$ cat config.mk
export PLATFORM = sky130hd
export DESIGN_NAME = gn2o_mul
export DESIGN_NICKNAME = d
export VERILOG_FILES = /design/src/rtl/gradient_noise_2d_octaves_defines.svh /design/src/rtl/gn2o_pkg.sv /design/src/rtl/gn2o_mul.sv
export SDC_FILE = /design/constraint.sdc
export NUM_CORES = 1
export LEC_CHECK = 0
export BUFFER_PORTS_ARGS = -buffer_cell sky130_fd_sc_hd__buf_2
export CAP_MARGIN = 0
export CORE_MARGIN = 4
export CORE_UTILIZATION = 40
export CTS_CLUSTER_SIZE = 25
export DETAILED_ROUTE_END_ITERATION = 8
export GPL_TIMING_DRIVEN = 1
export PLACE_DENSITY = 0.6
export SYNTH_ARGS = -nofsm -noshare
export SYNTH_HDL_FRONTEND = slang
export SYNTH_SLANG_ARGS = --single-unit
$ cat constraint.sdc
create_clock -name clk -period 10.3 [get_ports clk]
set_input_delay 1.03 -clock clk [delete_from_list [all_inputs] [get_ports clk]]
set_output_delay 1.03 -clock clk [all_outputs]
set_load 0.02 [all_outputs]
$ cat src/rtl/gradient_noise_2d_octaves_defines.svh
// Assertion macros used by the top-level RTL file.
// Each macro expects signals named clk and rst_n in the scope where it is used.
`ifndef GRADIENT_NOISE_2D_OCTAVES_DEFINES_SVH
`define GRADIENT_NOISE_2D_OCTAVES_DEFINES_SVH

// The consequent must hold in the same cycle as the antecedent.
`define GN2O_ASSERT_IMP(name, ante, cons, msg) \
    name: assert property (@(posedge clk) disable iff (!rst_n) (ante) |-> (cons)) \
        else $error(msg);

// The consequent must hold in the cycle after the antecedent.
`define GN2O_ASSERT_NXT(name, ante, cons, msg) \
    name: assert property (@(posedge clk) disable iff (!rst_n) (ante) |=> (cons)) \
        else $error(msg);

`endif

$ cat src/rtl/gn2o_pkg.sv
package gn2o_pkg;

    localparam int TABLE_SIZE      = 256;
    localparam int TABLE_AW        = 8;
    localparam int TABLE_DW        = 8;
    localparam int MAX_OCTAVES_DEF = 8;

    localparam int COORD_W = 16;
    localparam int FREQ_W  = 16;
    localparam int COUNT_W = 4;
    localparam int NOISE_W = 16;
    localparam int POS_W   = 28;
    localparam int FRAC_W  = 16;
    localparam int FADE_W  = 17;
    localparam int GRAD_W  = 19;
    localparam int DIFF_W  = 20;
    localparam int MUL_A_W = 18;
    localparam int MUL_B_W = 21;
    localparam int MUL_P_W = MUL_A_W + MUL_B_W;

    localparam int IN_DATA_W  = 48;
    localparam int CFG_IDX_W  = 2;
    localparam int CFG_DATA_W = 16;

    localparam logic [CFG_IDX_W-1:0] CFG_OCTAVE_COUNT  = 2'd0;
    localparam logic [CFG_IDX_W-1:0] CFG_BASE_FREQ     = 2'd1;

    localparam logic [COUNT_W-1:0] OCTAVE_COUNT_RST = 4'd4;
    localparam logic [FREQ_W-1:0]  BASE_FREQ_RST    = 16'd2048;

    localparam logic ACT_LOAD = 1'b0;
    localparam logic ACT_EVAL = 1'b1;

    localparam logic [NOISE_W-1:0] NOISE_POS_MAX = 16'h7FFF;
    localparam logic [NOISE_W-1:0] NOISE_NEG_MAX = 16'h8000;

    typedef enum logic [4:0] {
        ST_IDLE,
        ST_PRE_X,
        ST_PRE_Y,
        ST_PRE_END,
        ST_FX2,
        ST_FX3,
        ST_FX4,
        ST_FX5,
        ST_FXF,
        ST_FY3,
        ST_FY4,
        ST_FY5,
        ST_FYF,
        ST_L1,
        ST_L2,
        ST_L3,
        ST_L4,
        ST_L5,
        ST_DIV_GO,
        ST_DIV_WAIT,
        ST_FINISH
    } state_t;

    // Quintic fade 6t^5 - 15t^4 + 10t^3 from the truncated powers, clamped to [0, 1.0].
    function automatic logic [FADE_W-1:0] fade_q16(input logic [FRAC_W-1:0] t3,
                                                   input logic [FRAC_W-1:0] t4,
                                                   input logic [FRAC_W-1:0] t5);
        logic signed [22:0] e3;
        logic signed [22:0] e4;
        logic signed [22:0] e5;
        logic signed [22:0] f;
        logic [FADE_W-1:0]  r;
        e3 = signed'({7'd0, t3});
        e4 = signed'({7'd0, t4});
        e5 = signed'({7'd0, t5});
        f  = (e5 <<< 2) + (e5 <<< 1) - ((e4 <<< 4) - e4) + (e3 <<< 3) + (e3 <<< 1);
        if (f[22])
        begin
            r = '0;
        end
        else if (f > 23'sd65536)
        begin
            r = 17'h10000;
        end
        else
        begin
            r = f[FADE_W-1:0];
        end
        return r;
    endfunction

    // Diagonal gradients selected by the two low hash bits.
    function automatic logic signed [GRAD_W-1:0] grad(input logic [1:0] h,
                                                      input logic signed [GRAD_W-1:0] dx,
                                                      input logic signed [GRAD_W-1:0] dy);
        logic signed [GRAD_W-1:0] g;
        case (h)
            2'd0:    g = dx + dy;
            2'd1:    g = dx - dy;
            2'd2:    g = -dx - dy;
            default: g = dy - dx;
        endcase
        return g;
    endfunction

endpackage

$ cat src/rtl/gn2o_mul.sv
module gn2o_mul (
    input  logic                                clk,
    input  logic signed [gn2o_pkg::MUL_A_W-1:0] a,
    input  logic signed [gn2o_pkg::MUL_B_W-1:0] b,
    output logic signed [gn2o_pkg::MUL_P_W-1:0] prod
);

    logic signed [gn2o_pkg::MUL_P_W-1:0] prod_reg;

    always_ff @(posedge clk)
    begin
        prod_reg <= gn2o_pkg::MUL_P_W'(a) * gn2o_pkg::MUL_P_W'(b);
    end

    assign prod = prod_reg;

endmodule

======== Word level (Yosys, flattened, before mapping) ========
Index checks and enable logic that the tools add are counted.
storage, ports and cells
  flip-flop bits (word level) ............. 39
  latch bits .............................. 0
  RAM bits ................................ 0
  bits in read-only memories .............. 0
  output and inout port bits .............. 39
  logic and storage cells ................. 2
  memories ................................ 0
operators by class
  add/sub/neg operators ................... 0
  $mul .................................... 1
  div/mod/pow operators ................... 0
  magnitude comparators ................... 0
  eq/ne operators ......................... 0
  shift operators ......................... 0
  multiplexer cells ....................... 0
  bitwise operators ....................... 0
  reductions and logical operators ........ 0
operator list
  cell                                            number
  18-bit by 21-bit multiplier with 39-bit output  1

======== Logic depth before layout (Yosys ltp) ========
  depth after elaboration ................. 1
  mapped depth ............................ 24
  mapped depth without buffers ............ 22

======== Least setup slack after synthesis ========
No wires, ideal clock.
  kind .................................... input to register
  start point ............................. input b[9] in the netlist's numbering
  end point ............................... register prod_reg, in the netlist prod[36]
  library setup time ...................... 0.062 ns
  arrival ................................. 6.733 ns
  data required time ...................... 10.238 ns
  slack ................................... 3.505 ns
  cell stages on the path ................. 22
  buffers on the path ..................... 3
  path through ............................ clkbuf_1 clkbuf_1 nand2_1 fa_1 inv_1 fa_1 fa_1 fa_1 fa_1 inv_1 fa_1 inv_1 ha_1 clkbuf_1 nand3_1 nor2_1 o31a_1 a22o_1 or3_1 o31a_1 or4_1 nand3_1
between the ends
  longest elaborated chain between the ends .. 1
RTL lines
  item                                            line            text
  from (decl)                                     gn2o_mul.sv:4   input logic signed [gn2o_pkg::MUL_B_W-1:0] b,
  18-bit by 21-bit multiplier with 39-bit output  gn2o_mul.sv:12  prod_reg <= gn2o_pkg::MUL_P_W'(a) * gn2o_pkg::MUL_P_W'(b);
  to (signal assigned)                            gn2o_mul.sv:12
  to (decl)                                       gn2o_mul.sv:8   logic signed [gn2o_pkg::MUL_P_W-1:0] prod_reg;
Every way passes these cells.

======== Worst setup path after layout ========
  start point ............................. input a[7] in the netlist's numbering
  end point ............................... register prod_reg, in the netlist prod[37]
between the ends
  longest elaborated chain between the ends .. 1
RTL lines
  item                                            line            text
  from (decl)                                     gn2o_mul.sv:3   input logic signed [gn2o_pkg::MUL_A_W-1:0] a,
  18-bit by 21-bit multiplier with 39-bit output  gn2o_mul.sv:12
Every way passes these cells.

==> summary.md <==
| Metric | Value |
|---|---|
| Status | `finished, final reports clean` |
| Synthesized cell area | `~0.015 mm2` |
| Setup violators final | `0` |
| Hold crit path type | `in -> reg` |
| Initial antenna violation count | `1` |
| Final setup TNS | `0 ns` |
| Synth Area in Compound Gates | `under 10%` |
| H-tree level count | `2` |
| Largest family of logic cells by synthesized area | `adder cells` |
| Startpoint types | `input port` |
| F_max | `~140 MHz` |
| Port Buffers | `78` |
| Detailed Place HPWL | `28.9 mm` |
| Post-route DRC | `0` |
| Initial Util | `40.8%` |
| Die area | `roughly 0.04 mm2` |
| Area Growth Syn to Fin | `6.02%` |
| Largest net degree at the start of global routing | `23` |
| Worst EP required | `about 10 ns` |
| Core Area | `roughly 0.036 mm2` |
| Crit Path Class | `in -> reg` |
| Synth warnings | `0` |
| Drt first-iter violations | `between 400 and 500` |
| Async SR Flop Fraction | `0%` |
| Max_slew headroom | `55.7%` |
| CTS buffer count | `5` |
| First-pass GRT wire length | `~56 mm` |
| Largest area contributor in the netlist | `fa_1` |
| CTS tree | `done` |
| Final Critical Period | `roughly 7 ns` |
| Hold-fix buffers, CTS | `0` |
| EDFF count, synth | `0` |
| Final wirelength | `33.3 mm` |
| Die Width | `between 150 and 200 um` |
| Slew @ Worst Pin | `about 0.66 ns` |
| Clk sink count | `39` |
| Placed insts | `~2100` |
| Post-Synth XOR/XNOR Area | `2.22%` |
| Core Util, Final | `a little over two fifths` |
| Adder-Cell Fraction of Synth Area | `between 60% and 70%` |
| Ys flop type | `dfxtp_1` |
| Proportion of layout cells with a drive suffix above 1 | `5.74%` |
| Flip-flop count of the largest register after layout | `39` |
| CTS resizes | `0` |
| RSZ-0062 raised after global routing | `false` |
| GPL Wtd Cong | `0.834` |
| Synth Area in Simple Gates | `around 15%` |
| Top-count cell post-synth | `inv_1` |
| Max-cap violations | `0` |
| Synthesized flop and latch total | `39` |
| Vias in the first global route | `11300` |
| Post-synthesis average cell area | `slightly above 9 um2` |
| Antenna-violating nets left | `0` |
| Post-DR wirelength/cell | `between 15 and 20 um` |
| Pre-antenna DRT Iters | `6` |
| Pre-CTS WS | `slightly above 3 ns` |
| Die Y-Extent | `199 um` |
| Setup crit end kind | `register` |
| Critical Path AT | `7.19 ns` |
| Via/cell ratio | `4.93` |
| Clock slew at reported path FFs | `roughly 0.060 ns` |
| Max FO, Critical Path | `21` |
| Final Non-Filler Cells | `around 2100` |
| Post-synth top cells | `439 x inv_1, 377 x fa_1, 236 x nand2_1` |
| Post-synthesis sequential area ratio | `between 5 and 6%` |
| Vias | `around 10000` |
| # IOs | `a little under 80` |
| Fin crit share | `68.0%` |
| Synth cell types | `50` |
| Overflow after GRT | `0` |
| GRT Util Overall | `between 15 and 20%` |
| Slew Limit Fails | `0` |
| Top-area cell type share of the netlist area | `about half` |
| Synthesized instance count | `around 1600` |
| Syn Nets | `around 2100` |
| Post-CTS Setup Inserts | `0` |
| Mux share of post-synthesis cell area | `0.0772%` |
| Main area contributors after synthesis | `fa_1 52%, inv_1 11%, ha_1 8.5%` |
| Num rows | `between 60 and 70` |
| Final hold violation count | `0` |
| Final WS setup | `around 3.3 ns` |
| CTS Root Cell | `clkbuf_16` |
| Deepest clock path buffer count | `2` |
| Final nets | `approximately 2100` |
==> cells by family (layout without fill, tap and decap cells) <==
family,count (synthesis),in the layout
flops,39,39
xor+xnor,37,37
other cells,0,1
buf+inv,503,525
simple gates,456,456
fa+ha+maj,476,476
mux,1,1
compound gates,85,85
==> final timing paths <==
path	startpoint	endpoint	slack (ns)	depth (start not counted)
worst max-delay path	a[7]	prod[37]	3.30	22
worst min-delay path	b[0]	prod[0]	1.19	2
==> cell type report <==
class / count / area [um2]
clock inverters: 3 / 25.0
multi-input cells: 1055 / 11900
flip-flops and latches: 39 / 781
repair buffers: 78 / 390
well taps: 461 / 577
diodes: 1 / 2.50
fillers: 3563 / 20300
clock buffers: 5 / 125
inverters: 439 / 1650
==> cells in the final DEF (no fill, tap or decap), types with 19 or more instances in the layout <==
cell	synthesis	layout
fa_1	377	377
a21oi_1	31	31
nand2_1	236	236
and2_1	140	140
dfxtp_1	39	39
xnor2_1	27	27
ha_1	99	99
buf_2	1	78
nor2_1	19	19
inv_1	439	439
==> stage by stage <==
step	hold WS [ns]	instance area [um2]
5_1_grt	1.21	15500
6_report	1.19	15500
4_1_cts	1.18	15500
3_3_place_gp	1.45	15300
2_1_floorplan	1.16	14600
3_5_place_dp	1.45	15300
==> metal layers <==
metal | routed length (um) | GRT usage [%] | part of all wire (%)
met1 | 12300 | 20.2 | 37
met2 | 19100 | 35.0 | 57
met3 | 829 | 1.68 | 2.5
met4 | 990 | 5.09 | 3.0
met5 | 0 | 0 | 0
==> critical path, stage by stage <==
cell,delay (ns)
buf_2,0.40
nand2_1,0.16
fa_1,0.54
inv_1,0.05
fa_1,0.48
inv_1,0.06
fa_1,0.51
inv_1,0.06
fa_1,0.53
fa_1,0.54
inv_1,0.05
fa_1,0.47
inv_1,0.04
ha_1,0.36
nand2_1,0.12
a21oi_1,0.06
or2_2,0.31
nor4_1,0.49
a2111o_1,0.28
nand3b_1,0.13
a311o_1,0.35
xor2_1,0.15
Power is left out: the tool's default activity adds up to more than one toggle a clock period on the data nets, which glitch-free logic cannot reach.
