[src/rtl/gradient_noise_2d_octaves_defines.svh]
// Assertion macros used by the top-level RTL file.
// Each macro expects signals named clk and rst_n in the scope where it is used.
`ifndef GRADIENT_NOISE_2D_OCTAVES_DEFINES_SVH
`define GRADIENT_NOISE_2D_OCTAVES_DEFINES_SVH

// The consequent must hold in the same cycle as the antecedent.
`define GN2O_ASSERT_IMP(name, ante, cons, msg) \
    name: assert property (@(posedge clk) disable iff (!rst_n) (ante) |-> (cons)) \
        else $error(msg);

// The consequent must hold in the cycle after the antecedent.
`define GN2O_ASSERT_NXT(name, ante, cons, msg) \
    name: assert property (@(posedge clk) disable iff (!rst_n) (ante) |=> (cons)) \
        else $error(msg);

`endif

[src/rtl/gn2o_pkg.sv]
package gn2o_pkg;

    localparam int TABLE_SIZE      = 256;
    localparam int TABLE_AW        = 8;
    localparam int TABLE_DW        = 8;
    localparam int MAX_OCTAVES_DEF = 8;

    localparam int COORD_W = 16;
    localparam int FREQ_W  = 16;
    localparam int COUNT_W = 4;
    localparam int NOISE_W = 16;
    localparam int POS_W   = 28;
    localparam int FRAC_W  = 16;
    localparam int FADE_W  = 17;
    localparam int GRAD_W  = 19;
    localparam int DIFF_W  = 20;
    localparam int MUL_A_W = 18;
    localparam int MUL_B_W = 21;
    localparam int MUL_P_W = MUL_A_W + MUL_B_W;

    localparam int IN_DATA_W  = 48;
    localparam int CFG_IDX_W  = 2;
    localparam int CFG_DATA_W = 16;

    localparam logic [CFG_IDX_W-1:0] CFG_OCTAVE_COUNT  = 2'd0;
    localparam logic [CFG_IDX_W-1:0] CFG_BASE_FREQ     = 2'd1;

    localparam logic [COUNT_W-1:0] OCTAVE_COUNT_RST = 4'd4;
    localparam logic [FREQ_W-1:0]  BASE_FREQ_RST    = 16'd2048;

    localparam logic ACT_LOAD = 1'b0;
    localparam logic ACT_EVAL = 1'b1;

    localparam logic [NOISE_W-1:0] NOISE_POS_MAX = 16'h7FFF;
    localparam logic [NOISE_W-1:0] NOISE_NEG_MAX = 16'h8000;

    typedef enum logic [4:0] {
        ST_IDLE,
        ST_PRE_X,
        ST_PRE_Y,
        ST_PRE_END,
        ST_FX2,
        ST_FX3,
        ST_FX4,
        ST_FX5,
        ST_FXF,
        ST_FY3,
        ST_FY4,
        ST_FY5,
        ST_FYF,
        ST_L1,
        ST_L2,
        ST_L3,
        ST_L4,
        ST_L5,
        ST_DIV_GO,
        ST_DIV_WAIT,
        ST_FINISH
    } state_t;

    // Quintic fade 6t^5 - 15t^4 + 10t^3 from the truncated powers, clamped to [0, 1.0].
    function automatic logic [FADE_W-1:0] fade_q16(input logic [FRAC_W-1:0] t3,
                                                   input logic [FRAC_W-1:0] t4,
                                                   input logic [FRAC_W-1:0] t5);
        logic signed [22:0] e3;
        logic signed [22:0] e4;
        logic signed [22:0] e5;
        logic signed [22:0] f;
        logic [FADE_W-1:0]  r;
        e3 = signed'({7'd0, t3});
        e4 = signed'({7'd0, t4});
        e5 = signed'({7'd0, t5});
        f  = (e5 <<< 2) + (e5 <<< 1) - ((e4 <<< 4) - e4) + (e3 <<< 3) + (e3 <<< 1);
        if (f[22])
        begin
            r = '0;
        end
        else if (f > 23'sd65536)
        begin
            r = 17'h10000;
        end
        else
        begin
            r = f[FADE_W-1:0];
        end
        return r;
    endfunction

    // Diagonal gradients selected by the two low hash bits.
    function automatic logic signed [GRAD_W-1:0] grad(input logic [1:0] h,
                                                      input logic signed [GRAD_W-1:0] dx,
                                                      input logic signed [GRAD_W-1:0] dy);
        logic signed [GRAD_W-1:0] g;
        case (h)
            2'd0:    g = dx + dy;
            2'd1:    g = dx - dy;
            2'd2:    g = -dx - dy;
            default: g = dy - dx;
        endcase
        return g;
    endfunction

endpackage

[src/rtl/gn2o_ram.sv]
module gn2o_ram #(
    parameter int WIDTH = gn2o_pkg::TABLE_DW,
    parameter int DEPTH = gn2o_pkg::TABLE_SIZE
) (
    input  logic                     clk,
    input  logic                     we,
    input  logic [$clog2(DEPTH)-1:0] waddr,
    input  logic [WIDTH-1:0]         wdata,
    input  logic [$clog2(DEPTH)-1:0] raddr,
    output logic [WIDTH-1:0]         rdata
);

    logic [WIDTH-1:0] mem [DEPTH];
    logic [WIDTH-1:0] rdata_reg;

    always_ff @(posedge clk)
    begin
        if (we)
        begin
            mem[waddr] <= wdata;
        end
        rdata_reg <= mem[raddr];
    end

    assign rdata = rdata_reg;

endmodule

[config.mk]
export PLATFORM = sky130hd
export DESIGN_NAME = gn2o_ram
export DESIGN_NICKNAME = d
export VERILOG_FILES = /design/src/rtl/gradient_noise_2d_octaves_defines.svh /design/src/rtl/gn2o_pkg.sv /design/src/rtl/gn2o_ram.sv
export SDC_FILE = /design/constraint.sdc
export NUM_CORES = 2
export LEC_CHECK = 0
export BUFFER_PORTS_ARGS = -buffer_cell sky130_fd_sc_hd__buf_2
export CAP_MARGIN = 40
export CORE_ASPECT_RATIO = 0.6
export CORE_MARGIN = 4
export CORE_UTILIZATION = 57
export CTS_BUF_LIST = sky130_fd_sc_hd__clkbuf_16
export DETAILED_ROUTE_END_ITERATION = 10
export PLACE_DENSITY = 0.73
export SLEW_MARGIN = 20
export SYNTH_ARGS = -nofsm -noshare
export SYNTH_HDL_FRONTEND = slang
export SYNTH_SLANG_ARGS = --single-unit
[constraint.sdc]
create_clock -name clk -period 5.1 [get_ports clk]
set_input_delay 0 -clock clk [delete_from_list [all_inputs] [get_ports clk]]
set_output_delay 0 -clock clk [all_outputs]
set_load 0.02 [all_outputs]
# Word-level counts from Yosys, hierarchy flattened
# Memories as Yosys holds them, arrays and structs flattened. A register that Yosys moved wholly into a read port is not among the register bits.
# Index checks and enable logic that the tools add are counted.
# W data, S select, Z words.
[op_classes]
muxes = 2
[ops]
columns = ["op", "count"]
rows = [
  ["$mux W1", 2],
]
[word_totals]
register_bits = 0
ramBits = 2048
input_bits = 26
output_inout_bits = 8
wordCells = 3
n_memories = 1
[mem_list]
columns = ["name", "depth", "width", "rd", "rd_ports_with_merged_regs", "write_ports", "line_no", "source"]
rows = [
  ["mem", 256, 8, 1, 1, 1, "gn2o_ram.sv:13", "logic [WIDTH-1:0] mem [DEPTH];"],
]

# Depth between registers and ports, before layout
[depth]
word_depth = 2
mapped_depth = 11
depth_no_buf = 6

# Worst setup path after synthesis
# Ideal clock, no wire load.
[synth_timing]
path_kind = "input port to flip-flop"
start = "input port raddr[0]"
end = "register rdata_reg[2], in the netlist rdata[2] (read register of mem)"
setup_time_ps = 131
arrival_time_ps = 1807
t_required_ps = 4969
path_slack_ps = 3162
path_stages = 9
path_buffers = 4
cell_sequence = "buf_6 buf_12 buf_8 buf_2 mux4_2 a22oi_1 a21oi_1 nor4_1 nor4_2"
[synth_lines]
columns = ["element", "line_no", "source"]
rows = [
  ["from (decl)", "gn2o_ram.sv:9", "input logic [$clog2(DEPTH)-1:0] raddr,"],
  ["to (decl)", "gn2o_ram.sv:14", "logic [WIDTH-1:0] rdata_reg;"],
]

# Worst setup path in the final report
[layout_timing]
start = "input port waddr[2]"
end = "memory mem[246][6] (netlist name), enable pin"
[layout_lines]
columns = ["element", "line_no", "source"]
rows = [
  ["from (decl)", "gn2o_ram.sv:7", "input logic [$clog2(DEPTH)-1:0] waddr,"],
  ["to (decl)", "gn2o_ram.sv:13", ""],
]
# Straight into the memory's write port.

==> metrics <==
drt initial violations 6,766; result of the run finished, final reports clean; y dimension of the die 297 um; setup slack of the critical path after layout 1.92 ns; Final Cycle Share 62.4%; Max Clock Skew 0.0353 ns; type of the worst min-delay path primary input to flip-flop; number of buffers inserted for hold repair after clock tree synthesis 18; Area Growth Syn to Fin 11.5%; warning count from the yosys run 0; max-cap viol count 0; cell count after placement 5,512; leading area contributor after synthesis sky130_fd_sc_hd__edfxtp_1; post-CTS sizing 0; power per cell area 374 mW/mm2; library cell with the highest instance count after synthesis sky130_fd_sc_hd__edfxtp_1; GRT Total Usage 27.0%; IO Count 34; post-route design area 0.0887 mm2; Final min period 3.18 ns; Total Negative Setup Slacks 0 ns; Max Transition Viols Final 0; final hold violations 0; maximum ir drop on the vdd rail 0.334 mV; top cell type's share of synthesized area 77.3%; unique cell type count in the Yosys netlist 55; register bit total from synthesis 2,056; Netlist Area Pre-Place 0.0796 mm2; total die area 0.146 mm2; number of clock buffers inserted by TritonCTS 173; worst slew pin tran 1.16 ns; Worst EP required 5.53 ns; via count of the first global-routing pass 38,629; crit-path max FO 10; clock input transition at the sequential cells of the worst setup and hold paths 0.07 ns; core region area 0.138 mm2; share of layout cells above drive strength 1 24.6%; placement row count 105; global route total overflow 0; final-report setup violation count 0; htree depth 4; ys async rst share 0%; count of cells along the worst hold path 2; pin count of the biggest net entering global routing 174; register-to-register setup slack 2.17 ns; number of antenna violations at the first check in global routing 8; number of nets still failing antenna checks after routing 0; wire length of the first global-routing pass 284,000 um; Max-slew headroom 22.9%; weighted congestion reported at the end of routability-driven placement 0.879; critical path arrival 3.61 ns; Worst Reg-to-Reg Cells 6; WS Path Type primary input to flip-flop; Port Buf Inserts 33; unrepaired setup endpoints after global routing false; CTS Sinks 2,056; mean instance size in the synthesized netlist 21.3 um2; Root Buffer sky130_fd_sc_hd__clkbuf_16; achievable frequency 314 MHz; final-stage net count 4,014; dpl hpwl 121,000 um; Net Count, Synth 3,759; number of enable flip-flop cells after synthesis 2,048; final routed wirelength across all metal layers 198,000 um; Bufs on Longest Clock Path 3; number of iterations in the first detailed-routing pass 6; post-detailed-placement cell area 0.0823 mm2; Crit. End Element flip-flop; number of setup buffers added after CTS 0; routed wire length per instance 33.2 um; clock tree from TritonCTS done; top post-synthesis cells by count 2,048 x sky130_fd_sc_hd__edfxtp_1, 454 x sky130_fd_sc_hd__mux4_2, 282 x sky130_fd_sc_hd__nor2_1; initial cell density of the core 57.8%; die span in x 490 um; residual DRC count 0; fraction of the yosys area taken by sequential cells 77.5%; count of filler cells inserted in the layout 8,829; non-filler instance count after layout 5,956; leakage power summed over all cells 27.8 nW; Setup crit start kind primary input; clk_lat worst skew 0.80 ns; total via count in the routed design 40,602; flip-flop count of the largest register, all copies and words added 2,048; setup slack after placement 1.47 ns; cell types occupying the most area after synthesis sky130_fd_sc_hd__edfxtp_1 77%, sky130_fd_sc_hd__mux4_2 13%, sky130_fd_sc_hd__mux2i_1 1.7%, sky130_fd_sc_hd__nor2_1 1.3%, sky130_fd_sc_hd__a22oi_1 1.3%; cell count after synthesis 3,733; leading register cell type out of synthesis sky130_fd_sc_hd__edfxtp_1; post-DR vias/cell 6.82
==> logic make-up (layout without fill, tap and decap cells) <==
kind of cell           after synthesis  in the layout  synth area share [%]
and+or+nand+nor                    466            466                  2.63
buffers and inverters              235            634                  1.83
DFF                               2056           2056                  77.5
other                                0              5                     0
AOI/OAI and AO/OA                  385            385                  3.42
muxes                              591            591                  14.6
==> area by class of cell <==
| class | instances | area (um2) | share of cell area, % |
|---|---|---|---|
| clock buffers | 174 | 4350 | 4.91 |
| flip-flops and latches | 2056 | 61700 | 69.5 |
| inverters | 2 | 7.51 | 0.00846 |
| repair buffers | 313 | 2870 | 3.24 |
| multi-input cells | 1442 | 16500 | 18.6 |
| clock inverters | 145 | 1020 | 1.15 |
| well taps | 1819 | 2280 | 2.57 |
| diodes | 5 | 12.5 | 0.0141 |
==> worst paths after layout <==
check | from | to
min | wdata[2] | mem[46][2]
min reg2reg | mem[17][6] | rdata[6]
max reg2reg | mem[51][0] | rdata[0]
max | waddr[2] | mem[246][6]
==> per-layer routing <==
metal	wire length [um]	global-route usage, %	share of wire (%)
met1	80100	43.3	41
met5	310	0.519	0.16
met4	4670	6.66	2.4
met3	31100	10.1	16
met2	81500	35.2	41
==> where the power goes <==
group          internal, mW  switching [mW]
clock network          6.75            6.01
logic                 0.605            1.15
registers              18.6          0.0348
==> through the flow <==
step / util [%] / hold slack (ns) / power [mW]
global route: 64.4 / 0.136 / 34.1
CTS: 63.8 / 0.0243 / 33.2
global placement: 59.4 / 0.467 / 20.7
detailed placement: 59.8 / 0.450 / 20.7
finish: 64.4 / 0.139 / 33.2
floorplan: - / 0.0989 / 19.9
==> critical path, stage by stage <==
cell and delay [ns]:
sky130_fd_sc_hd__dlygate4sd3_1 0.57, sky130_fd_sc_hd__buf_2 0.27, sky130_fd_sc_hd__nor2b_1 0.74, sky130_fd_sc_hd__nand3_1 0.88, sky130_fd_sc_hd__buf_4 0.49, sky130_fd_sc_hd__nor2_1 0.64
==> cell usage in the layout, fill, tap and decap left out, types with 5 or more instances in the layout <==
cell type                       count
sky130_fd_sc_hd__and2_1             6
sky130_fd_sc_hd__buf_12            21
sky130_fd_sc_hd__buf_8              9
sky130_fd_sc_hd__buf_16             6
sky130_fd_sc_hd__dfxtp_1            8
sky130_fd_sc_hd__inv_6              7
sky130_fd_sc_hd__o22ai_1           28
sky130_fd_sc_hd__nor4_2             8
sky130_fd_sc_hd__a22oi_1          133
sky130_fd_sc_hd__a221oi_1          13
sky130_fd_sc_hd__a22o_1             8
sky130_fd_sc_hd__clkbuf_16        174
sky130_fd_sc_hd__bufinv_16         10
sky130_fd_sc_hd__o21ai_0           10
sky130_fd_sc_hd__a21oi_1           96
sky130_fd_sc_hd__mux4_2           454
sky130_fd_sc_hd__diode_2            5
sky130_fd_sc_hd__dlygate4sd3_1     19
sky130_fd_sc_hd__o22a_1             5
sky130_fd_sc_hd__clkinvlp_4         6
sky130_fd_sc_hd__nor2_1           279
sky130_fd_sc_hd__clkinv_2          35
sky130_fd_sc_hd__a211oi_1          16
sky130_fd_sc_hd__nor3_1            21
sky130_fd_sc_hd__nor4_1            19
sky130_fd_sc_hd__o221ai_1          46
sky130_fd_sc_hd__inv_1             48
sky130_fd_sc_hd__clkinv_1          32
sky130_fd_sc_hd__o211ai_1          10
sky130_fd_sc_hd__buf_2             24
sky130_fd_sc_hd__nand2b_1           8
sky130_fd_sc_hd__nand4_1           10
sky130_fd_sc_hd__nand2_1           33
sky130_fd_sc_hd__clkbuf_8           7
sky130_fd_sc_hd__buf_4            213
sky130_fd_sc_hd__mux2i_1          134
sky130_fd_sc_hd__nand3_1           34
sky130_fd_sc_hd__nor2b_1           28
sky130_fd_sc_hd__edfxtp_1        2048
sky130_fd_sc_hd__buf_6             11
(Power assumes the default switching activity.)
