==> src/rtl/gradient_noise_2d_octaves_defines.svh <==
// Assertion macros used by the top-level RTL file.
// Each macro expects signals named clk and rst_n in the scope where it is used.
`ifndef GRADIENT_NOISE_2D_OCTAVES_DEFINES_SVH
`define GRADIENT_NOISE_2D_OCTAVES_DEFINES_SVH

// The consequent must hold in the same cycle as the antecedent.
`define GN2O_ASSERT_IMP(name, ante, cons, msg) \
    name: assert property (@(posedge clk) disable iff (!rst_n) (ante) |-> (cons)) \
        else $error(msg);

// The consequent must hold in the cycle after the antecedent.
`define GN2O_ASSERT_NXT(name, ante, cons, msg) \
    name: assert property (@(posedge clk) disable iff (!rst_n) (ante) |=> (cons)) \
        else $error(msg);

`endif

==> src/rtl/gn2o_pkg.sv <==
package gn2o_pkg;

    localparam int TABLE_SIZE      = 256;
    localparam int TABLE_AW        = 8;
    localparam int TABLE_DW        = 8;
    localparam int MAX_OCTAVES_DEF = 8;

    localparam int COORD_W = 16;
    localparam int FREQ_W  = 16;
    localparam int COUNT_W = 4;
    localparam int NOISE_W = 16;
    localparam int POS_W   = 28;
    localparam int FRAC_W  = 16;
    localparam int FADE_W  = 17;
    localparam int GRAD_W  = 19;
    localparam int DIFF_W  = 20;
    localparam int MUL_A_W = 18;
    localparam int MUL_B_W = 21;
    localparam int MUL_P_W = MUL_A_W + MUL_B_W;

    localparam int IN_DATA_W  = 48;
    localparam int CFG_IDX_W  = 2;
    localparam int CFG_DATA_W = 16;

    localparam logic [CFG_IDX_W-1:0] CFG_OCTAVE_COUNT  = 2'd0;
    localparam logic [CFG_IDX_W-1:0] CFG_BASE_FREQ     = 2'd1;

    localparam logic [COUNT_W-1:0] OCTAVE_COUNT_RST = 4'd4;
    localparam logic [FREQ_W-1:0]  BASE_FREQ_RST    = 16'd2048;

    localparam logic ACT_LOAD = 1'b0;
    localparam logic ACT_EVAL = 1'b1;

    localparam logic [NOISE_W-1:0] NOISE_POS_MAX = 16'h7FFF;
    localparam logic [NOISE_W-1:0] NOISE_NEG_MAX = 16'h8000;

    typedef enum logic [4:0] {
        ST_IDLE,
        ST_PRE_X,
        ST_PRE_Y,
        ST_PRE_END,
        ST_FX2,
        ST_FX3,
        ST_FX4,
        ST_FX5,
        ST_FXF,
        ST_FY3,
        ST_FY4,
        ST_FY5,
        ST_FYF,
        ST_L1,
        ST_L2,
        ST_L3,
        ST_L4,
        ST_L5,
        ST_DIV_GO,
        ST_DIV_WAIT,
        ST_FINISH
    } state_t;

    // Quintic fade 6t^5 - 15t^4 + 10t^3 from the truncated powers, clamped to [0, 1.0].
    function automatic logic [FADE_W-1:0] fade_q16(input logic [FRAC_W-1:0] t3,
                                                   input logic [FRAC_W-1:0] t4,
                                                   input logic [FRAC_W-1:0] t5);
        logic signed [22:0] e3;
        logic signed [22:0] e4;
        logic signed [22:0] e5;
        logic signed [22:0] f;
        logic [FADE_W-1:0]  r;
        e3 = signed'({7'd0, t3});
        e4 = signed'({7'd0, t4});
        e5 = signed'({7'd0, t5});
        f  = (e5 <<< 2) + (e5 <<< 1) - ((e4 <<< 4) - e4) + (e3 <<< 3) + (e3 <<< 1);
        if (f[22])
        begin
            r = '0;
        end
        else if (f > 23'sd65536)
        begin
            r = 17'h10000;
        end
        else
        begin
            r = f[FADE_W-1:0];
        end
        return r;
    endfunction

    // Diagonal gradients selected by the two low hash bits.
    function automatic logic signed [GRAD_W-1:0] grad(input logic [1:0] h,
                                                      input logic signed [GRAD_W-1:0] dx,
                                                      input logic signed [GRAD_W-1:0] dy);
        logic signed [GRAD_W-1:0] g;
        case (h)
            2'd0:    g = dx + dy;
            2'd1:    g = dx - dy;
            2'd2:    g = -dx - dy;
            default: g = dy - dx;
        endcase
        return g;
    endfunction

endpackage

==> src/rtl/gn2o_div.sv <==
module gn2o_div #(
    parameter int DVD_W = gn2o_pkg::GRAD_W + gn2o_pkg::MAX_OCTAVES_DEF,
    parameter int DVS_W = gn2o_pkg::MAX_OCTAVES_DEF + 3
) (
    input  logic             clk,
    input  logic             rst_n,
    input  logic             start,
    input  logic [DVD_W-1:0] dividend,
    input  logic [DVS_W-1:0] divisor,
    output logic             done,
    output logic [DVD_W-1:0] quotient
);

    localparam int CNT_W = $clog2(DVD_W);

    logic             busy_reg;
    logic             done_reg;
    logic [CNT_W-1:0] cnt_reg;
    logic [DVS_W-1:0] rem_reg;
    logic [DVD_W-1:0] quo_reg;
    logic [DVS_W-1:0] dvs_reg;
    logic [DVS_W:0]   trial;
    logic [DVS_W:0]   diff;
    logic             fits;
    logic             last_step;

    assign trial     = {rem_reg, quo_reg[DVD_W-1]};
    assign diff      = trial - {1'b0, dvs_reg};
    assign fits      = (trial >= {1'b0, dvs_reg});
    assign last_step = (cnt_reg == CNT_W'(DVD_W - 1));

    always_ff @(posedge clk or negedge rst_n)
    begin
        if (!rst_n)
        begin
            busy_reg <= 1'b0;
            done_reg <= 1'b0;
            cnt_reg  <= '0;
        end
        else
        begin
            done_reg <= 1'b0;
            if (start)
            begin
                busy_reg <= 1'b1;
                cnt_reg  <= '0;
            end
            else if (busy_reg)
            begin
                cnt_reg <= cnt_reg + 1'b1;
                if (last_step)
                begin
                    busy_reg <= 1'b0;
                    done_reg <= 1'b1;
                end
            end
        end
    end

    always_ff @(posedge clk)
    begin
        if (start)
        begin
            rem_reg <= '0;
            quo_reg <= dividend;
            dvs_reg <= divisor;
        end
        else if (busy_reg)
        begin
            rem_reg <= fits ? diff[DVS_W-1:0] : trial[DVS_W-1:0];
            quo_reg <= {quo_reg[DVD_W-2:0], fits};
        end
    end

    assign done     = done_reg;
    assign quotient = quo_reg;

endmodule

==> config.mk <==
export PLATFORM = sky130hd
export DESIGN_NAME = gn2o_div
export DESIGN_NICKNAME = d
export VERILOG_FILES = /design/src/rtl/gradient_noise_2d_octaves_defines.svh /design/src/rtl/gn2o_pkg.sv /design/src/rtl/gn2o_div.sv
export SDC_FILE = /design/constraint.sdc
export NUM_CORES = 1
export LEC_CHECK = 0
export BUFFER_PORTS_ARGS = -buffer_cell sky130_fd_sc_hd__buf_2
export CAP_MARGIN = 10
export CORE_MARGIN = 2
export CORE_UTILIZATION = 28
export DETAILED_ROUTE_END_ITERATION = 16
export GPL_ROUTABILITY_DRIVEN = 0
export SLEW_MARGIN = 20
export SYNTH_ARGS = -nofsm -noshare
export SYNTH_HDL_FRONTEND = slang
export SYNTH_SLANG_ARGS = --single-unit
export TNS_END_PERCENT = 5
==> constraint.sdc <==
create_clock -name clk -period 2.6 [get_ports clk]
set_input_delay 0.52 -clock clk [delete_from_list [all_inputs] [get_ports clk]]
set_output_delay 0.52 -clock clk [all_outputs]
set_load 0.005 [all_outputs]
# Yosys cells after proc, flatten, opt, wreduce, memory -nomap -nowiden

Index checks and enable logic that the tools add are counted.

Order comparisons: 1
Reduce and logical (&&, ||, !) cells: 1
Add/sub/neg operators: 2
Multiplexer cells: 11
Equality and inequality tests: 1

Operator list:

| operator                                     | count |
|---|---|
| two-way mux 27 bit                           | 2 |
| greater-or-equal comparator 12 x 11 -> 1 bit | 1 |
| two-way mux 11 bit                           | 1 |
| subtractor 11 bit                            | 1 |
| two-way mux 5 bit                            | 2 |
| two-way mux 1 bit                            | 6 |
| adder 5 x 1 -> 5 bit, second input constant  | 1 |
| equality test 5 bit, second input constant   | 1 |
| nonzero test 2 bit                           | 1 |

Register bits after elaboration: 56
Input port bits: 41
Output and inout bits: 28

# Longest topological paths before layout

Gate-level depths: netlist (run 1).

Word-level depth: 4
Depth in mapped cells: 10
Gate-level depth less buffers: 9

# Worst setup path before layout (run 1)

OpenSTA, ideal clock, no wires.

Kind: register -> register
Start point: register quo_reg[26], in the netlist quotient[26]
End point: register rem_reg[0]
Stages on the path, launching flop included: 10
Data required time: 2521 ps
Path buffers: 0
Path slack: 395 ps
Library setup time: 79 ps
Period minus slack after synthesis: 2205 ps
Arrival time: 2126 ps
Cell sequence: edfxtp_1 -> inv_1 -> ha_1 -> fa_1 -> nor2b_1 -> o31a_1 -> o21ai_4 -> o21ai_4 -> mux2_4 -> a211oi_2

Longest elaborated chain between the ends: 2

Ends and longest elaborated chain:

| element                                                                                  | RTL line                       | text |
|---|---|---|
| from (decl)                                                                              | gn2o_div.sv:20                 | `logic [DVD_W-1:0] quo_reg;` |
| from (signal assigned)                                                                   | gn2o_div.sv:65                 | `quo_reg <= dividend;` |
| from (signal assigned)                                                                   | gn2o_div.sv:71                 | `quo_reg <= {quo_reg[DVD_W-2:0], fits};` |
| subtractor 11 bit / greater-or-equal comparator 12 x 11 -> 1 bit (equally long branches) | gn2o_div.sv:28, gn2o_div.sv:29 |  |
| two-way mux 11 bit (*)                                                                   | gn2o_div.sv:70                 | `rem_reg <= fits ? diff[DVS_W-1:0] : trial[DVS_W-1:0];` |
| to (signal assigned)                                                                     | gn2o_div.sv:70                 |  |
| to (decl)                                                                                | gn2o_div.sv:19                 | `logic [DVS_W-1:0] rem_reg;` |

Mark *: on every way between the ends. The rest lies on a longest branch, timed or not.
A chain may end at the register's enable or synchronous reset.

# Worst setup path after layout (run 1)

Start point: register quo_reg[26], in the netlist quotient[26]
End point: register rem_reg[1]

Same word-level chain as after synthesis.

==> impl_results.md, run 1 <==
* Setup TNS at 0 ps
* Max-cap violations at 0
* Worst setup path class: flip-flop to flip-flop
* Yosys cell types at 48
* Pins Over Slew Limit at 0
* Synth area leader: edfxtp_1
* Root Buffer: clkbuf_8
* Worst EP arrival at 2640 ps
* Slew headroom at 57.2%
* Total gr overflow at 0
* CTS Hold Buffers Added at 0
* DIE WIDTH at 106 um
* Largest net degree at the start of global routing at 33
* Top cells by area, synth: edfxtp_1 (39%), mux2_2 (10%), dfxtp_1 (7.6%)
* FILL cells at 1039
* Initial Utilization at 28.5%
* Pre-antenna DRT Iters at 4
* Fraction of layout cells with a size suffix above 1 at 39.3%
* All-layer global routing usage at 10.5%
* Commonest cells after routing, fill and taps aside: buf_2 (68), edfxtp_1 (38), mux2_2 (27), nor2_1 (20), inv_1 (16)
* Hpwl dp at 4.20 mm
* Crit path time final at 2430 ps
* Top fanout value on the critical path at 5
* Asr flop ratio synth at 12.5%
* Vias at 2028
* Total power at 2.74 mW
* IO Port Bufs at 68
* Drc violations at 0
* Post-synthesis net count at 291
* Yosys warning count at 0
* Number of flops mapped to enable cells by yosys at 38
* CTS tree: built
* Die Y at 106 um
* Power per cell area at 778 nW/um^2
* Worst Tran Pin Value at 641 ps
* Sequential share of the synthesized area at 52.8%
* Yosys top cell area share at 39.2%
* Vias in the first global route at 2068
* Htree depth at 2
* Total core area at 10200 sq um
* First DRT Iteration DRCs at 64
* Most common cell after layout, fill and taps aside: buf_2
* Flip-flop and latch count after synthesis at 56
* First-pass GRT wire length at 9.58 mm
* Final worst path period share at 93.5%
* Fmax achieved at 0.411 GHz
* # rows at 37
* Outcome: finished, final reports clean
* Post-Synthesis Cells at 236
* Final wirelength at 5.75 mm
* # setup viols final at 0
* Leakage power at 1.50 nW
* Die area at 11200 sq um
* Unrepaired setup endpoints after global routing: no
* Max FFs per register at 27
* Clock-pin slew on the worst setup and hold paths at 110 ps
* Initial antenna violation count at 0
* Largest vdd supply drop at 0.360 mV
* Vias per inst at 4.57
* NumNets Final at 362
* CP startpoint kind: flip-flop
* Longest Clk Path Bufs at 2
* Final Hold Vio Count at 0
* Synthesis-to-finish area growth at 21.1%
* # clock sinks at 56
* Worst min path class: primary input to asynchronous set/reset pin
* Mean post-synth cell area at 12.3 sq um
* Top_reg_cell synth: edfxtp_1
* I/O pin total at 69
* Mapped Area at 2910 sq um
* Num CTS Buffers at 5
* Worst endpoint required time at 2810 ps
* Critical path endpoint category: flip-flop
* Clock Latency Late Sink at 320 ps
* Wire per inst at 12.9 um
* Final setup skew at 9.12 ps
* ANT cells at 0
* Post-route ant nets at 0
cell families (layout without fill, tap and decap cells):
| family | after synthesis | after routing | share of synthesized area [%] |
|---|---|---|---|
| simple gates | 56 | 56 | 11.5 |
| xor+xnor | 9 | 9 | 2.71 |
| compound gates | 39 | 39 | 9.63 |
| fa+ha+maj | 14 | 14 | 6.27 |
| buf+inv | 27 | 99 | 3.78 |
| flops | 56 | 56 | 52.8 |
| mux | 35 | 35 | 13.4 |
worst max-delay path, cell delays in order, from the launching register on:
cell,delay [ps]
edfxtp_1,390
inv_1,90
ha_1,190
fa_2,230
nor2b_2,50
o31a_1,330
o21ai_4,270
o21ai_4,120
buf_4,160
nor4bb_1,130
or3_1,360
per-stage QoR:
stage               utilization (%)  worst slack, ps  std cells  area, sq um  hold slack [ps]
finish                         34.5              169        444         3520             17.0
floorplan                         -              395        236         2910              224
global placement               33.3              299        434         3410              361
global route                   34.5             25.0        444         3520             20.7
CTS                            34.3              167        442         3500             11.6
detailed placement             33.3              208        434         3410              361
cell type report:
class	count	area (sq um)	share of cell area, %
flip-flops and latches	56	1540	43.6
well taps	136	170	4.83
inverters	16	60.1	1.70
clock inverters	3	26.3	0.745
clock buffers	5	68.8	1.95
multi-input cells	153	1270	36.0
repair buffers	75	393	11.1
routing by layer:
metal,GRT usage [%],vias up,part of all wire [%]
li1,-,1017,-
met1,12.9,948,44
met2,17.2,58,46
met3,4.05,5,8.3
met4,2.82,0,1.2
met5,0,-,0
cell usage after synthesis (4+ instances only):
| master | count |
|---|---|
| a211oi_1 | 7 |
| a21oi_1 | 7 |
| buf_1 | 5 |
| clkbuf_1 | 4 |
| dfrtp_1 | 7 |
| dfxtp_1 | 11 |
| edfxtp_1 | 38 |
| ha_1 | 13 |
| inv_1 | 16 |
| mux2_2 | 27 |
| mux2i_1 | 7 |
| nand2_1 | 8 |
| nand2b_1 | 4 |
| nor2_1 | 20 |
| o21ai_0 | 5 |
| xnor2_1 | 6 |
worst paths after layout:
path,cells after the start,slack (ps),end,startpoint
min in group clk,1,370,dvs_reg[2],divisor[2]
setup reg to reg,10,170,rem_reg[1],quotient[26]
setup / recovery,10,170,rem_reg[1],quotient[26]
hold reg to reg,2,510,rem_reg[3],rem_reg[3]
max in group asynchronous,1,2430,cnt_reg[4],rst_n
hold / removal,1,20,cnt_reg[2],rst_n
where the power goes:
part / total (mW) / switching (mW) / internal (mW)
clock network: 0.509 / 0.312 / 0.197
registers: 1.20 / 0.0969 / 1.10
logic: 1.03 / 0.529 / 0.505
repair_timing:
action | 4_1_cts | 5_1_grt
setup buffers | 0 | 2
endpoints found under the setup margin | 0 | 2
gates resized for setup | 0 | 2
(Power assumes the default switching activity.)
==> inputs of run 2 (changes only) <==
--- a/config.mk
+++ b/config.mk
@@ -7,6 +7,7 @@
 export LEC_CHECK = 0
 export BUFFER_PORTS_ARGS = -buffer_cell sky130_fd_sc_hd__buf_2
 export CAP_MARGIN = 10
+export CORE_ASPECT_RATIO = 0.8
 export CORE_MARGIN = 2
 export CORE_UTILIZATION = 28
 export DETAILED_ROUTE_END_ITERATION = 16
==> impl_results.md, run 2 (synthesized netlist as in run 1, its figures left out) <==
* Die area at 11200 sq um (about the same)
* Largest net degree at the start of global routing at 32 (-3.0%)
* CTS tree: built
* Worst min path class: primary input to asynchronous set/reset pin
* Vias in the first global route at 1924 (-7.0%)
* Num CTS Buffers at 5 (unchanged)
* Worst Tran Pin Value at 390 ps (-251 ps)
* First DRT Iteration DRCs at 78 (+22%)
* Critical path endpoint category: flip-flop
* Fmax achieved at 0.415 GHz (+0.96%)
* Slew headroom at 74.0% (+17 points)
* NumNets Final at 362 (unchanged)
* Initial antenna violation count at 0 (unchanged)
* FILL cells at 1020 (-1.8%)
* ANT cells at 0 (unchanged)
* Wire per inst at 12.8 um (-0.89%)
* Total gr overflow at 0 (unchanged)
* DIE WIDTH at 118 um (+11%)
* Post-route ant nets at 0 (unchanged)
* Final Hold Vio Count at 0 (unchanged)
* Clock Latency Late Sink at 290 ps (-30 ps)
* Fin cells at 448 (+0.90%)
* # clock sinks at 56 (unchanged)
* Root Buffer: clkbuf_16
* Drc violations at 0 (unchanged)
* Longest Clk Path Bufs at 2 (unchanged)
* Final wirelength at 5.75 mm (unchanged)
* All-layer global routing usage at 10.3% (-0.15 points)
* Power per cell area at 829 nW/um^2 (+6.6%)
* Die Y at 95.2 um (-10%)
* # setup viols final at 0 (unchanged)
* I/O pin total at 69 (unchanged)
* Vias at 1987 (-2.0%)
* First-pass GRT wire length at 9.41 mm (-1.7%)
* Worst endpoint required time at 2790 ps (-20 ps)
* Setup TNS at 0 ps (unchanged)
* Commonest cells after routing, fill and taps aside: buf_2 (68), edfxtp_1 (38), mux2_2 (27), nor2_1 (20), inv_1 (16)
* Final core occ at 35.6% (+1.2 points)
* Synthesis-to-finish area growth at 24.8%
* Leakage power at 1.54 nW (+2.9%)
* IO Port Bufs at 68 (unchanged)
* Worst setup path class: flip-flop to flip-flop
* Final setup skew at 6.01 ps (-3.11 ps)
* Vias per inst at 4.44 (-2.9%)
* Fraction of layout cells with a size suffix above 1 at 39.3% (unchanged)
* Largest vdd supply drop at 0.416 mV (+16%)
* Pre-antenna DRT Iters at 4 (unchanged)
* Clock-pin slew on the worst setup and hold paths at 70 ps (-40 ps)
* CTS Hold Buffers Added at 0 (unchanged)
* Outcome: finished, final reports clean
* Pins Over Slew Limit at 0 (unchanged)
* Most common cell after layout, fill and taps aside: buf_2
* Worst EP arrival at 2600 ps (-40 ps)
* Top fanout value on the critical path at 7 (+2)
* # rows at 33 (-11%)
* CP startpoint kind: flip-flop
* Initial Utilization at 28.5% (+0.091 points)
* Final worst path period share at 92.6% (-0.89 points)
* Crit path time final at 2410 ps (-23.2 ps)
* Max-cap violations at 0 (unchanged)
* Total core area at 10200 sq um (-0.32%)
* Htree depth at 2 (unchanged)
* Hpwl dp at 4.19 mm (-0.24%)
* Placed Cells incl. Taps at 439 (+1.2%)
* Max FFs per register at 27 (unchanged)
==> run 2: changes by cell type in the layout (fill, tap and decap cells not counted), sizes merged <==
cell and change:
bufinv +1, inv -1
==> run 2: layout make-up <==
class / instances / area [sq um] / area share (%)
Clock inverter: 3 / 47.5 / 1.31
Multi-Input combinational cell: 153 / 1270 / 35.0
Inverter: 16 / 60.1 / 1.65
Tap cell: 140 / 175 / 4.82
Timing Repair Buffer: 75 / 418 / 11.5
Clock buffer: 5 / 125 / 3.44
Sequential cell: 56 / 1540 / 42.3
==> run 2: timing repair <==
action | in CTS | in global routing
setup endpoints to repair | 0 | 2
gates resized for setup | 0 | 2
buffers inserted | 0 | 1
==> run 2: final timing paths <==
kind / from / to / slack, ps / cells past startpoint
worst max-delay path: quotient[26] / rem_reg[9] / 190 / 10
worst min-delay path: rst_n / cnt_reg[1] / 50 / 1
worst max register to register: quotient[26] / rem_reg[9] / 190 / 10
worst min register to register: rem_reg[2] / rem_reg[2] / 510 / 2
max in group asynchronous: rst_n / busy_reg / 2400 / 1
min in group clk: divisor[4] / dvs_reg[4] / 400 / 1
==> run 2: routing by layer <==
metal	share of wire, %	vias to the layer above	track usage (%)
li1	-	1007	-
met1	51	938	14.5
met2	44	38	15.8
met3	4.9	4	2.93
met4	0.42	0	2.51
met5	0	-	0
==> run 2: power breakdown <==
part / leakage [nW] / internal (mW) / switching, mW / total [mW]
Sequential: 0.575 / 1.10 / 0.0925 / 1.19
Clock: 0.0840 / 0.458 / 0.313 / 0.771
Combinational: 0.886 / 0.515 / 0.532 / 1.05
==> run 2: worst max-delay path: stages (launching register included) <==
cell	delay, ps
edfxtp_1	340
inv_1	60
ha_1	230
fa_2	370
nor2b_2	140
o31a_1	230
o21ai_4	120
o21ai_4	280
buf_12	160
o31ai_1	70
a311oi_1	290
==> run 2: metrics by stage <==
stage / power [mW] / worst slack, ps / instance area (sq um) / hold WS [ps]
2_1_floorplan: 1.97 / 395 / 2910 / 224
3_3_place_gp: 2.23 / 239 / 3450 / 361
3_5_place_dp: 2.24 / 188 / 3450 / 365
4_1_cts: 3.03 / 158 / 3620 / 50.0
5_1_grt: 3.21 / -8.80 / 3630 / 47.1
6_report: 3.01 / 192 / 3630 / 47.3
==> inputs of run 3 (changes only) <==
--- a/config.mk
+++ b/config.mk
@@ -7,11 +7,14 @@
 export LEC_CHECK = 0
 export BUFFER_PORTS_ARGS = -buffer_cell sky130_fd_sc_hd__buf_2
 export CAP_MARGIN = 10
+export CELL_PAD_IN_SITES_DETAIL_PLACEMENT = 0
+export CELL_PAD_IN_SITES_GLOBAL_PLACEMENT = 1
 export CORE_ASPECT_RATIO = 0.8
 export CORE_MARGIN = 2
 export CORE_UTILIZATION = 28
 export DETAILED_ROUTE_END_ITERATION = 16
 export GPL_ROUTABILITY_DRIVEN = 0
+export PLACE_DENSITY_LB_ADDON = 0.1
 export SLEW_MARGIN = 20
 export SYNTH_ARGS = -nofsm -noshare
 export SYNTH_HDL_FRONTEND = slang
==> impl_results.md, run 3 (synthesized netlist as in run 1, its figures left out) <==
* Outcome: finished, final reports clean
* Fin cells at 450 (+0.45%)
* Top fanout value on the critical path at 6 (-1)
* Final Hold Vio Count at 0 (unchanged)
* Fmax achieved at 0.406 GHz (-2.3%)
* Crit path time final at 2470 ps (+56.9 ps)
* Max FFs per register at 27 (unchanged)
* Slack of the critical path at 135 ps (-56.9 ps)
* Slew headroom at 71.4% (-2.6 points)
* Worst min path class: primary input to asynchronous set/reset pin
* # clock sinks at 56 (unchanged)
* Worst setup path class: flip-flop to flip-flop
* Placed inst area at 3440 sq um (-0.22%)
* Die Y at 95.2 um (unchanged)
* NumNets Final at 364 (+0.55%)
* CTS tree: built
* Vias per inst at 4.36 (-1.6%)
* Die area at 11200 sq um (unchanged)
* Fin Hold WS at 55.0 ps (+7.76 ps)
* Clock Latency Late Sink at 290 ps (about the same)
* Drc violations at 0 (unchanged)
* CP startpoint kind: flip-flop
* Worst Tran Pin Value at 424 ps (+34.1 ps)
* ANT cells at 0 (unchanged)
* Vias in the first global route at 1874 (-2.6%)
* I/O pin total at 69 (unchanged)
* Vias at 1963 (-1.2%)
* Wire per inst at 13.7 um (+7.1%)
* Synthesis-to-finish area growth at 24.6%
* Placed Cells incl. Taps at 438 (-0.23%)
* Critical path endpoint category: flip-flop
* Seq. cell area at 1540 sq um (unchanged)
* Largest net degree at the start of global routing at 32 (unchanged)
* Pre-CTS setup slack at 65.4 ps (-123 ps)
* Total power at 2.95 mW (-2.1%)
* Max-cap violations at 0 (unchanged)
* Pre-antenna DRT Iters at 6 (+2)
* Final wirelength at 6.18 mm (+7.6%)
* Multi-input gate area at 1270 sq um (-0.20%)
* IO Port Bufs at 68 (unchanged)
* Power per cell area at 813 nW/um^2 (-2.0%)
* Worst EP arrival at 2680 ps (+80 ps)
* Hpwl dp at 4.41 mm (+5.1%)
* Final core occ at 35.6% (-0.049 points)
* DIE WIDTH at 118 um (unchanged)
* Clock-pin slew on the worst setup and hold paths at 70 ps (about the same)
* Most common cell after layout, fill and taps aside: buf_2
* Leakage power at 1.55 nW (+0.11%)
* Final worst path period share at 94.8% (+2.2 points)
* Initial Utilization at 28.5% (unchanged)
* Num CTS Buffers at 5 (unchanged)
* Final setup skew at 3.96 ps (-2.05 ps)
* # setup viols final at 0 (unchanged)
* Total core area at 10200 sq um (unchanged)
* Worst endpoint required time at 2810 ps (+20 ps)
* Pins Over Slew Limit at 0 (unchanged)
* First-pass GRT wire length at 9.98 mm (+6.0%)
* First DRT Iteration DRCs at 78 (unchanged)
* Total gr overflow at 0 (unchanged)
* All-layer global routing usage at 11.2% (+0.89 points)
* Design area at 3630 sq um (-0.14%)
* Initial antenna violation count at 0 (unchanged)
* Fraction of layout cells with a size suffix above 1 at 39.0% (-0.25 points)
* Longest Clk Path Bufs at 2 (unchanged)
* FILL cells at 1052 (+3.1%)
* Root Buffer: clkbuf_16
* CTS Hold Buffers Added at 0 (unchanged)
* Unrepaired setup endpoints after global routing: no
* Setup TNS at 0 ps (unchanged)
* Htree depth at 2 (unchanged)
* Cells on worst reg2reg path at 10 (unchanged)
* Post-route ant nets at 0 (unchanged)
* Largest vdd supply drop at 0.231 mV (-45%)
* # rows at 33 (unchanged)
* Commonest cells after routing, fill and taps aside: buf_2 (68), edfxtp_1 (38), mux2_2 (27), nor2_1 (20), inv_1 (16)
==> run 3: cell types whose count changed in the layout (fill, tap and decap cells not counted) <==
cell / before / now
clkinv_1: 0 / 1
nor2b_2: 1 / 0
clkinv_2: 0 / 1
nor2b_1: 1 / 2
bufinv_16: 1 / 0
clkinv_4: 2 / 0
buf_12: 2 / 3
buf_4: 5 / 6
inv_6: 0 / 1
==> run 3: final timing paths <==
kind	startpoint	to	slack, ps
min in group clk	divisor[8]	dvs_reg[8]	400
setup reg to reg	quotient[26]	rem_reg[0]	130
setup / recovery	quotient[26]	rem_reg[0]	130
hold reg to reg	rem_reg[4]	rem_reg[4]	500
hold / removal	rst_n	cnt_reg[2]	60
max in group asynchronous	rst_n	busy_reg	2380
==> run 3: report_power, final <==
| part | total, mW | switching (mW) | internal [mW] |
|---|---|---|---|
| registers | 1.20 | 0.0951 | 1.10 |
| logic | 1.08 | 0.546 | 0.530 |
| clock network | 0.675 | 0.318 | 0.357 |
==> run 3: routing by layer <==
metal / vias up / track usage, % / wire length (um) / share of wire [%]
li1: 1011 / - / - / -
met1: 915 / 16.3 / 3240 / 52
met2: 33 / 16.3 / 2680 / 43
met3: 4 / 2.87 / 204 / 3.3
met4: 0 / 3.61 / 60 / 0.97
met5: - / 0 / 0 / 0
==> run 3: worst max-delay path, cell delays in order (launching register included) <==
cell	delay, ps
edfxtp_1	340
inv_1	60
ha_1	220
fa_2	350
nor2b_1	150
o31a_1	260
o21ai_4	120
o21ai_4	220
buf_12	140
mux2_4	290
a211oi_2	210
==> run 3: repair_timing <==
item	CTS	global route
gates resized for setup	0	1
hold endpoints to repair	0	0
setup endpoints to repair	0	7
setup buffers	0	4
==> run 3: layout make-up <==
type | count | area share (%)
Sequential cell | 56 | 42.4
Multi-Input combinational cell | 153 | 34.9
Clock buffer | 5 | 3.45
Clock inverter | 3 | 0.483
Timing Repair Buffer | 77 | 12.3
Inverter | 16 | 1.66
Tap cell | 140 | 4.83
